[config.mk]
export PLATFORM = sky130hd
export DESIGN_NAME = step_sequencer_lookahead
export DESIGN_NICKNAME = d
export VERILOG_FILES = /design/src/hw/rtl/ssl_pkg.sv /design/src/hw/rtl/ssl_front.sv /design/src/hw/rtl/ssl_queue.sv /design/src/hw/rtl/ssl_back.sv /design/src/hw/rtl/step_sequencer_lookahead.sv
export SDC_FILE = /design/constraint.sdc
export NUM_CORES = 2
export LEC_CHECK = 0
export ABC_AREA = 1
export BUFFER_PORTS_ARGS = -buffer_cell sky130_fd_sc_hd__buf_2
export CAP_MARGIN = 30
export CORE_ASPECT_RATIO = 0.8
export CORE_UTILIZATION = 30
export CTS_CLUSTER_SIZE = 24
export DETAILED_ROUTE_END_ITERATION = 16
export SLEW_MARGIN = 20
export SYNTH_ARGS = -nofsm -noshare
export SYNTH_HDL_FRONTEND = slang
export SYNTH_SLANG_ARGS = --single-unit
[constraint.sdc]
create_clock -name clk -period 5.7 [get_ports clk]
set_input_delay 0.855 -clock clk [delete_from_list [all_inputs] [get_ports clk]]
set_output_delay 0.855 -clock clk [all_outputs]
set_load 0.02 [all_outputs]
[src/hw/rtl/ssl_pkg.sv]
// ----------------------------------------------------------------------------
// ssl_pkg
// Shared types, constants and helpers of the step sequencer with lookahead.
// ----------------------------------------------------------------------------
package ssl_pkg;

	localparam int STEPS              = 16;
	localparam int TRACKS             = 4;
	localparam int MAX_STEPS_PER_TICK = 4;

	localparam int STEP_W  = 4;
	localparam int TRK_W   = 2;
	localparam int FRAME_W = 48;
	localparam int LEN_W   = 20;
	localparam int CNT_W   = $clog2(MAX_STEPS_PER_TICK + 1);

	localparam int QDEPTH = 8;
	localparam int QAW    = $clog2(QDEPTH);

	localparam logic [LEN_W-1:0] TEMPO_RESET     = LEN_W'(6000);
	localparam logic [LEN_W-1:0] LOOKAHEAD_RESET = LEN_W'(4800);

	localparam logic [2:0] OP_TICK      = 3'd0;
	localparam logic [2:0] OP_START     = 3'd1;
	localparam logic [2:0] OP_STOP      = 3'd2;
	localparam logic [2:0] OP_SET_CELL  = 3'd3;
	localparam logic [2:0] OP_SET_TEMPO = 3'd4;

	typedef struct packed {
		logic [2:0]         opcode;
		logic [FRAME_W-1:0] now_frame;
		logic [TRK_W-1:0]   track_sel;
		logic [STEP_W-1:0]  step_sel;
		logic               cell_on;
		logic [LEN_W-1:0]   step_length;
	} cmd_t;

	typedef struct packed {
		logic               hit_valid;
		logic [TRK_W-1:0]   hit_track;
		logic [STEP_W-1:0]  hit_step;
		logic [FRAME_W-1:0] target_frame;
		logic [STEP_W-1:0]  playhead;
		logic               running;
		logic               last;
	} result_t;

	// One queued record: either a due step with its pattern column, or the
	// closing status of an item.
	typedef struct packed {
		logic               last;
		logic               running;
		logic [STEP_W-1:0]  playhead;
		logic [STEP_W-1:0]  step;
		logic [FRAME_W-1:0] frame;
		logic [TRACKS-1:0]  col;
	} qent_t;

	typedef struct packed {
		logic  valid;
		qent_t data;
	} push_t;

	function automatic logic [STEP_W-1:0] next_step(input logic [STEP_W-1:0] s);
		logic [STEP_W-1:0] r;
		if (s == STEP_W'(STEPS - 1)) begin
			r = '0;
		end else begin
			r = s + STEP_W'(1);
		end
		return r;
	endfunction

endpackage

[src/hw/rtl/ssl_front.sv]
// ----------------------------------------------------------------------------
// ssl_front
// Takes commands, keeps the sequencer state and queues one status record per
// command, after the step records that a tick schedules.
// ----------------------------------------------------------------------------
module ssl_front (
	input  logic                       clk,
	input  logic                       arst_n,
	input  logic                       start,
	output logic                       busy,
	input  ssl_pkg::cmd_t              cmd,
	input  logic                       cfg_we,
	input  logic [ssl_pkg::LEN_W-1:0]  cfg_wdata,
	input  logic                       q_full,
	output ssl_pkg::push_t             push
);
	import ssl_pkg::*;

	localparam logic [1:0] F_IDLE   = 2'd0;
	localparam logic [1:0] F_COUNT  = 2'd1;
	localparam logic [1:0] F_PUSH   = 2'd2;
	localparam logic [1:0] F_STATUS = 2'd3;

	logic [1:0]                    state_q;
	logic [TRACKS-1:0][STEPS-1:0]  pattern_q;
	logic [STEP_W-1:0]             step_q;
	logic [FRAME_W-1:0]            next_frame_q;
	logic                          play_q;
	logic [LEN_W-1:0]              tempo_q;
	logic [LEN_W-1:0]              lookahead_q;

	logic [FRAME_W:0]              window_end_q;
	logic [FRAME_W-1:0]            scan_frame_q;
	logic [STEP_W-1:0]             scan_step_q;
	logic [CNT_W-1:0]              count_q;
	logic [STEP_W-1:0]             playhead_fin_q;

	logic                          due;
	logic [TRACKS-1:0]             col;

	assign busy = (state_q != F_IDLE);
	assign due  = (count_q < CNT_W'(MAX_STEPS_PER_TICK)) &&
		({1'b0, scan_frame_q} < window_end_q);

	always_comb begin
		for (int t = 0; t < TRACKS; t++) begin
			col[t] = pattern_q[t][step_q];
		end
	end

	always_comb begin
		push.valid         = ((state_q == F_PUSH) || (state_q == F_STATUS)) && !q_full;
		push.data.last     = (state_q == F_STATUS);
		push.data.running  = play_q;
		push.data.playhead = (state_q == F_STATUS) ? step_q : playhead_fin_q;
		push.data.step     = step_q;
		push.data.frame    = next_frame_q;
		push.data.col      = col;
	end

	always_ff @(posedge clk or negedge arst_n) begin
		if (!arst_n) begin
			state_q        <= F_IDLE;
			pattern_q      <= '0;
			step_q         <= '0;
			next_frame_q   <= '0;
			play_q         <= 1'b0;
			tempo_q        <= TEMPO_RESET;
			lookahead_q    <= LOOKAHEAD_RESET;
			count_q        <= '0;
			window_end_q   <= '0;
			scan_frame_q   <= '0;
			scan_step_q    <= '0;
			playhead_fin_q <= '0;
		end else begin
			if (cfg_we) begin
				lookahead_q <= cfg_wdata;
			end
			unique case (state_q)
				F_IDLE: begin
					if (start) begin
						state_q <= F_STATUS;
						unique case (cmd.opcode)
							OP_TICK: begin
								if (play_q) begin
									window_end_q <= (FRAME_W + 1)'(cmd.now_frame) +
										(FRAME_W + 1)'(lookahead_q);
									scan_frame_q <= next_frame_q;
									scan_step_q  <= step_q;
									count_q      <= '0;
									state_q      <= F_COUNT;
								end
							end
							OP_START: begin
								if (!play_q) begin
									play_q       <= 1'b1;
									step_q       <= '0;
									next_frame_q <= cmd.now_frame;
								end
							end
							OP_STOP: begin
								play_q <= 1'b0;
							end
							OP_SET_CELL: begin
								if ((32'(cmd.track_sel) < TRACKS) &&
									(32'(cmd.step_sel) < STEPS)) begin
									pattern_q[cmd.track_sel][cmd.step_sel] <= cmd.cell_on;
								end
							end
							OP_SET_TEMPO: begin
								if (cmd.step_length != '0) begin
									tempo_q <= cmd.step_length;
								end
							end
							default: begin
							end
						endcase
					end
				end
				F_COUNT: begin
					// Count the due steps first so that every hit can carry
					// the playhead as it stands after the whole tick.
					if (due) begin
						count_q      <= count_q + CNT_W'(1);
						scan_frame_q <= scan_frame_q + FRAME_W'(tempo_q);
						scan_step_q  <= next_step(scan_step_q);
					end else begin
						playhead_fin_q <= scan_step_q;
						state_q        <= (count_q == '0) ? F_STATUS : F_PUSH;
					end
				end
				F_PUSH: begin
					if (!q_full) begin
						step_q       <= next_step(step_q);
						next_frame_q <= next_frame_q + FRAME_W'(tempo_q);
						count_q      <= count_q - CNT_W'(1);
						if (count_q == CNT_W'(1)) begin
							state_q <= F_STATUS;
						end
					end
				end
				F_STATUS: begin
					if (!q_full) begin
						state_q <= F_IDLE;
					end
				end
				default: begin
					state_q <= F_IDLE;
				end
			endcase
		end
	end

endmodule

[src/hw/rtl/ssl_queue.sv]
// ----------------------------------------------------------------------------
// ssl_queue
// Short first-in first-out queue of records between front and back.
// ----------------------------------------------------------------------------
module ssl_queue (
	input  logic           clk,
	input  logic           arst_n,
	input  ssl_pkg::push_t push,
	input  logic           pop,
	output logic           full,
	output logic           empty,
	output ssl_pkg::qent_t rd_data
);
	import ssl_pkg::*;

	qent_t          mem_q [QDEPTH];
	logic [QAW-1:0] wr_ptr_q;
	logic [QAW-1:0] rd_ptr_q;
	logic [QAW:0]   cnt_q;
	logic           do_pop;

	assign full    = (cnt_q == (QAW + 1)'(QDEPTH));
	assign empty   = (cnt_q == '0);
	assign rd_data = mem_q[rd_ptr_q];
	assign do_pop  = pop && !empty;

	always_ff @(posedge clk) begin
		if (push.valid) begin
			mem_q[wr_ptr_q] <= push.data;
		end
	end

	always_ff @(posedge clk or negedge arst_n) begin
		if (!arst_n) begin
			wr_ptr_q <= '0;
			rd_ptr_q <= '0;
			cnt_q    <= '0;
		end else begin
			if (push.valid) begin
				wr_ptr_q <= wr_ptr_q + QAW'(1);
			end
			if (do_pop) begin
				rd_ptr_q <= rd_ptr_q + QAW'(1);
			end
			if (push.valid && !do_pop) begin
				cnt_q <= cnt_q + (QAW + 1)'(1);
			end else if (!push.valid && do_pop) begin
				cnt_q <= cnt_q - (QAW + 1)'(1);
			end
		end
	end

endmodule

[src/hw/rtl/ssl_back.sv]
// ----------------------------------------------------------------------------
// ssl_back
// Drains queued records: one hit per set track of a step, in ascending track
// order, then the status result, each from a registered output.
// ----------------------------------------------------------------------------
module ssl_back (
	input  logic            clk,
	input  logic            arst_n,
	input  logic            empty,
	input  ssl_pkg::qent_t  rd_data,
	output logic            pop,
	output logic            strobe,
	output ssl_pkg::result_t result
);
	import ssl_pkg::*;

	logic               have_q;
	logic [TRACKS-1:0]  col_q;
	logic [STEP_W-1:0]  step_q;
	logic [FRAME_W-1:0] frame_q;
	logic [STEP_W-1:0]  playhead_q;
	logic               running_q;
	logic               strobe_q;
	result_t            res_q;

	logic [TRK_W-1:0]   idx;
	logic [TRACKS-1:0]  col_rest;

	assign pop    = !have_q && !empty;
	assign strobe = strobe_q;
	assign result = res_q;

	// Lowest set track of the column still to be sent.
	always_comb begin
		idx = '0;
		for (int t = TRACKS - 1; t >= 0; t--) begin
			if (col_q[t]) begin
				idx = TRK_W'(t);
			end
		end
		col_rest = col_q & ~(TRACKS'(1) << idx);
	end

	always_ff @(posedge clk) begin
		if (have_q) begin
			col_q               <= col_rest;
			res_q.hit_valid     <= 1'b1;
			res_q.hit_track     <= idx;
			res_q.hit_step      <= step_q;
			res_q.target_frame  <= frame_q;
			res_q.playhead      <= playhead_q;
			res_q.running       <= running_q;
			res_q.last          <= 1'b0;
		end else if (!empty) begin
			col_q      <= rd_data.col;
			step_q     <= rd_data.step;
			frame_q    <= rd_data.frame;
			playhead_q <= rd_data.playhead;
			running_q  <= rd_data.running;
			res_q.hit_valid    <= 1'b0;
			res_q.hit_track    <= '0;
			res_q.hit_step     <= '0;
			res_q.target_frame <= '0;
			res_q.playhead     <= rd_data.playhead;
			res_q.running      <= rd_data.running;
			res_q.last         <= 1'b1;
		end
	end

	always_ff @(posedge clk or negedge arst_n) begin
		if (!arst_n) begin
			have_q   <= 1'b0;
			strobe_q <= 1'b0;
		end else begin
			strobe_q <= 1'b0;
			if (have_q) begin
				strobe_q <= |col_q;
				have_q   <= |col_rest;
			end else if (!empty) begin
				// A status record goes straight out; a step record is held
				// while its tracks are sent.
				strobe_q <= rd_data.last;
				have_q   <= !rd_data.last;
			end
		end
	end

endmodule

[src/hw/rtl/step_sequencer_lookahead.sv]
// ----------------------------------------------------------------------------
// step_sequencer_lookahead
// Sixteen-step pattern sequencer that schedules hits ahead of sample time.
//
//   transfer  | ports                    | rule
//   ----------+--------------------------+------------------------------------
//   command   | start, busy, cmd         | taken at an edge with start & !busy
//   result    | strobe, result           | one cycle each, cannot be held off
//   register  | cfg_we, cfg_wdata        | written at an edge with cfg_we
//
// The front is busy for every command. For a tick it first counts the due
// steps, then queues them, then queues one status record, and it waits while
// the queue is full. The back sends one hit per cycle while it holds a step
// record, and loads each queued record before it sends that record's hits.
// An eight-entry queue lets the front take the next command while the back
// is still draining. Reset clears the pattern and the play state.
// ----------------------------------------------------------------------------
module step_sequencer_lookahead (
	input  logic                      clk,
	input  logic                      arst_n,
	input  logic                      start,
	output logic                      busy,
	input  ssl_pkg::cmd_t             cmd,
	input  logic                      cfg_we,
	input  logic [ssl_pkg::LEN_W-1:0] cfg_wdata,
	output logic                      strobe,
	output ssl_pkg::result_t          result
);
	import ssl_pkg::*;

	push_t push;
	qent_t rd_data;
	logic  q_full;
	logic  q_empty;
	logic  pop;

	ssl_front u_front (
		.clk       (clk),
		.arst_n    (arst_n),
		.start     (start),
		.busy      (busy),
		.cmd       (cmd),
		.cfg_we    (cfg_we),
		.cfg_wdata (cfg_wdata),
		.q_full    (q_full),
		.push      (push)
	);

	ssl_queue u_queue (
		.clk     (clk),
		.arst_n  (arst_n),
		.push    (push),
		.pop     (pop),
		.full    (q_full),
		.empty   (q_empty),
		.rd_data (rd_data)
	);

	ssl_back u_back (
		.clk     (clk),
		.arst_n  (arst_n),
		.empty   (q_empty),
		.rd_data (rd_data),
		.pop     (pop),
		.strobe  (strobe),
		.result  (result)
	);

endmodule

Word level (Yosys, flattened, before mapping):

Memory sizes are Yosys's and may differ from the RTL's.
Cells that the tools add are included.

* register bits: 401
* latch bits: 0
* RAM bits: 496
* bits in read-only memories: 0
* bits of input ports: 102
* output and inout bits: 63
* memories: 1

Memory list
* u_queue.mem_q: depth 8, width 62, rd ports 1, clocked after Yosys merged registers in 0, wr ports 1, RTL line ssl_queue.sv:16 `qent_t mem_q [QDEPTH];`

* add/sub/neg operators: 11
* multipliers: 0
* div/mod/pow operators: 0
* magnitude comparators: 7
* equality and inequality tests: 22
* shift-type cells: 1
* mux-type cells: 68
* bitwise operators: 5
* reduce and logical (&&, ||, !) cells: 38

Operator list (count)
* 48-bit 2-to-1 mux: 8
* 48-bit one-hot mux with 2 select lines: 2
* 60-bit 2-to-1 mux: 2
* 48-bit by 20-bit adder with 48-bit output: 2
* 64-bit bitwise mux: 1
* 4-bit 2-to-1 mux: 15
* 48-bit by 20-bit adder with 49-bit output: 1
* 48-bit by 49-bit less-than comparator with 1-bit output: 1
* 16-bit demux with 2-bit select: 1
* 2-bit 2-to-1 mux: 11
* 20-bit nonzero test: 1
* 2-bit != test (second input constant): 9
* 1-bit binary-select mux with 4-bit select: 4
* 16-bit 2-to-1 mux: 1
* 4-bit one-hot mux with 2 select lines: 2
* 3-bit 2-to-1 mux: 5
* 5-bit AND reduction: 3
* 4-bit by 1-bit adder with 4-bit output (second input constant): 3
* 4-bit == test (second input constant): 3
* 1-bit 2-to-1 mux: 12
* 4-bit by 5-bit less-than comparator with 1-bit output (second input constant): 2
* 2-bit nonzero test: 5
* 3-bit by 1-bit adder with 3-bit output (second input constant): 3
* 3-bit one-hot mux with 3 select lines: 1
* 31 further kinds: 54

Logic depth before layout (Yosys ltp):

* depth after elaboration: 9
* depth in mapped cells: 17
* depth with buffers taken out: 17

Cells and area by module:

Synthesis repeated with hierarchy kept, for this count alone.

* cells, all modules: 5060
* area, all modules: 45010.7 sq um

Modules (own cells, without submodules)
* ssl_queue: instances 1, cells an instance 1727, area each 20479.6 sq um
* ssl_front: instances 1, cells an instance 3055, area each 20186.9 sq um
* ssl_back: instances 1, cells an instance 278, area each 4344.2 sq um

Worst setup path before layout:

No wires, ideal clock.

* kind: flip-flop to flip-flop
* from: register u_front.state_q[0]
* to: memory u_queue.mem_q[0][0] (netlist bit), enable pin
* arrival: 3.908 ns
* required time: 5.218 ns
* setup slack: 1.310 ns
* stages on the path, launching flop included: 7
* buffers on the path: 0
* cells stage by stage: dfrtp_1 ha_1 inv_1 nand2_1 nand2_1 or2_2 nor2_1

RTL lines
* start, declared: RTL line ssl_front.sv:24 `logic [1:0] state_q;`
* start signal, assigned: RTL line ssl_front.sv:129 `state_q <= (count_q == '0) ? F_STATUS : F_PUSH;`
* end, declared: RTL line ssl_queue.sv:16

==> impl_metrics.json <==
{
  "clock_path_buffers": 3,
  "relSlewSlack": 0.250,
  "path_class": "reg2reg",
  "path_clk_slew_ns": 0.06,
  "clock_skew_ns": 0.0394,
  "power_density_nw_per_um2": 557,
  "die_h_um": 346,
  "switchingPower_mw": 12.0,
  "die_w_um": 432,
  "leakage_nw": 21.2,
  "status": "complete, no violations",
  "ys_seq_area_frac": 0.575,
  "drc": 0,
  "synth_edf_count": 616,
  "clk_latency_ns": 0.73,
  "instances_no_fill": 7104,
  "fin_area_um2": 50700,
  "avgSynthCellArea_um2": 8.99,
  "power_frac_seq": 0.404,
  "antenna_found_initial": 8,
  "drt_iter0_drc": 3564,
  "htreeDepth": 3,
  "setup_tns_ns": 0,
  "worstMarginPinSlew_ns": 1.12,
  "vias_per_cell": 4.97,
  "cts-hold-fix-buffers": 0,
  "ctsResizeCount": 0,
  "std_cell_rows": 125,
  "fmax_ghz": 0.280,
  "critPathMaxFanout": 87,
  "clock_power_share": 0.223,
  "synth_area_leaders": "edfxtp_1, dfrtp_1, nand2_1, nor2_1, o21ai_0",
  "root_buffer": "clkbuf_16",
  "cp.arrival_ns": 4.15,
  "async_flop_share": 0.311,
  "grt_pass1_wl_um": 211000,
  "drv_slew": 0,
  "period_minus_slack_ns": 3.58,
  "max_cap_viol_count": 0,
  "antenna_left": 0,
  "fin_hold_ws_ns": 0.113,
  "synth_fp_nets": 5166,
  "combPwrFrac": 0.373,
  "worstPathRequired_ns": 6.28,
  "placed_cells_incl_taps": 6921,
  "wire_per_inst_um": 19.8,
  "swShare": 0.424,
  "internal_power_mw": 16.3,
  "regArea_um2": 25500,
  "grtUsageTotal": 0.185,
  "hp-class": "in2async",
  "grt_max_degree": 208,
  "layout_commonest_cell": "nand2_1",
  "cts.sinks": 897,
  "synthesis.area_um2": 44400,
  "fillerInstances": 15000,
  "gp_congestion": 0.971,
  "fin_crit_sh": 0.627,
  "vias": 35300,
  "grt_overflow": 0,
  "finalSetupViolations": 0,
  "tritoncts": "done",
  "portBuffers": 164,
  "cts_buffers": 97,
  "place_area_um2": 47500,
  "hpwl_um": 97200,
  "rsz0062_at_grt": "false",
  "hold_viol": 0,
  "multi_input_area_um2": 16400,
  "finalWirelength_um": 141000,
  "grt_pass1_vias": 33400,
  "final_nets": 5282,
  "drive_above_1_share": 0.0836,
  "core-area_um2": 146000,
  "io_pins": 165,
  "synthDistinctLibCells": 51,
  "floorplan.initialDensity": 0.304,
  "synthCells": 4938,
  "syn_to_final_growth_pct": 14.3,
  "vdd_drop_max_mv": 0.442,
  "yosysTopAreaCellShare": 0.417,
  "crit_path_end_kind": "flop",
  "post-cts-setup-buffer-count": 0,
  "die-area_um2": 150000,
  "yosysWarnings": 0,
  "drt_pass1_iterations": 6,
  "layout_common_cells": "nand2_1, nor2_1, edfxtp_1",
  "startpoint_type": "flop",
  "yosys_most_used_dff": "edfxtp_1",
  "synth_top_area_cell": "edfxtp_1",
  "synth-seq-cells": 897
}
## power by group through the flow
stage | Sequential [mW] | Clock (mW) | Combinational, mW
3_5_place_dp | 11.5 | 0 | 10.5
5_1_grt | 11.6 | 6.67 | 11.8
4_1_cts | 11.4 | 6.42 | 10.5
3_3_place_gp | 11.5 | 0 | 10.4
2_1_floorplan | 10.9 | 0 | 7.01
6_report | 11.4 | 6.29 | 10.5
## routing by layer
layer  share of wire  GRT usage  up-vias  wire length (um)
met2            0.41      0.266     1258             58300
met4           0.025     0.0497        0              3450
met3           0.073     0.0287      186             10300
li1                -          -    16900                 -
met5               0          0        -                 0
met1            0.49      0.284    17000             68500
## Yosys cell counts, types with 17 or more instances
library cell,instances
nand3b_1,20
edfxtp_1,616
xor2_1,17
o21ai_0,452
nor4_1,17
a31oi_1,80
o22ai_1,75
nor3_1,39
nand2_1,1113
inv_1,482
clkbuf_1,153
a21oi_1,186
dfrtp_1,268
nand3_1,281
nand4_1,39
o221ai_1,17
xnor2_1,21
ha_1,122
nor2_1,786
buf_2,17
mux2_2,19
## layout make-up
class	instances	share of cell area
Multi-Input combinational cell	3361	0.322
Antenna cell	2	0.0000987
Clock buffer	123	0.0510
Inverter	490	0.0364
Tap cell	1968	0.0485
Sequential cell	897	0.503
Clock inverter	56	0.0115
Timing Repair Buffer	207	0.0266
## critical path, cell delays in order, from the launching register on
cell      delay [ns]
dfrtp_4         0.94
clkinv_2        0.79
buf_12          0.47
nor2_1          0.15
o21ai_0         0.08
a31oi_1         0.66
a22o_1          0.23
## state kept, by name, summed over array words and instances, names as in the netlist, 20 cells and up
name                  cells
u_queue.mem_q           496
u_front.tempo_q          20
u_back.frame_q           48
u_back.result            61
u_front.pattern_q        64
u_front.window_end_q     49
u_front.scan_frame_q     48
u_front.lookahead_q      20
u_front.next_frame_q     48
## stage by stage
step                      worst slack [ns]   util  power [mW]
final                                 2.12  0.347        28.2
after global routing                  1.99  0.347        30.1
after CTS                             1.81  0.347        28.3
after detailed placement              1.81  0.325        22.0
after global placement                1.61  0.324        21.8
after floorplan                       1.31      -        17.9
## kinds of logic (layout without fill, tap and decap cells)
group	Yosys count	in the layout	synth area share
AOI/OAI and AO/OA	855	855	0.105
xor gates and xnor gates	38	38	0.00750
adders and majority gates	126	126	0.0362
buffers and inverters	680	876	0.0585
DFF	897	897	0.575
muxes	19	19	0.00482
other	0	2	0
and+or+nand+nor	2323	2323	0.213
## final timing paths
path / from / endpoint / slack [ns] / cells after the start
setup reg to reg: u_queue.rd_ptr_q[1] / u_back.result[2] / 2.12 / 6
hold reg to reg: u_front.window_end_q[44] / u_front.window_end_q[44] / 0.48 / 2
setup / recovery: u_queue.rd_ptr_q[1] / u_back.result[2] / 2.12 / 6
min in group clk: cfg_wdata[0] / u_front.lookahead_q[0] / 0.35 / 2
hold / removal: arst_n / u_front.lookahead_q[8] / 0.11 / 1
max in group asynchronous: arst_n / u_queue.rd_ptr_q[0] / 4.40 / 2
(Power assumes the default switching activity.)
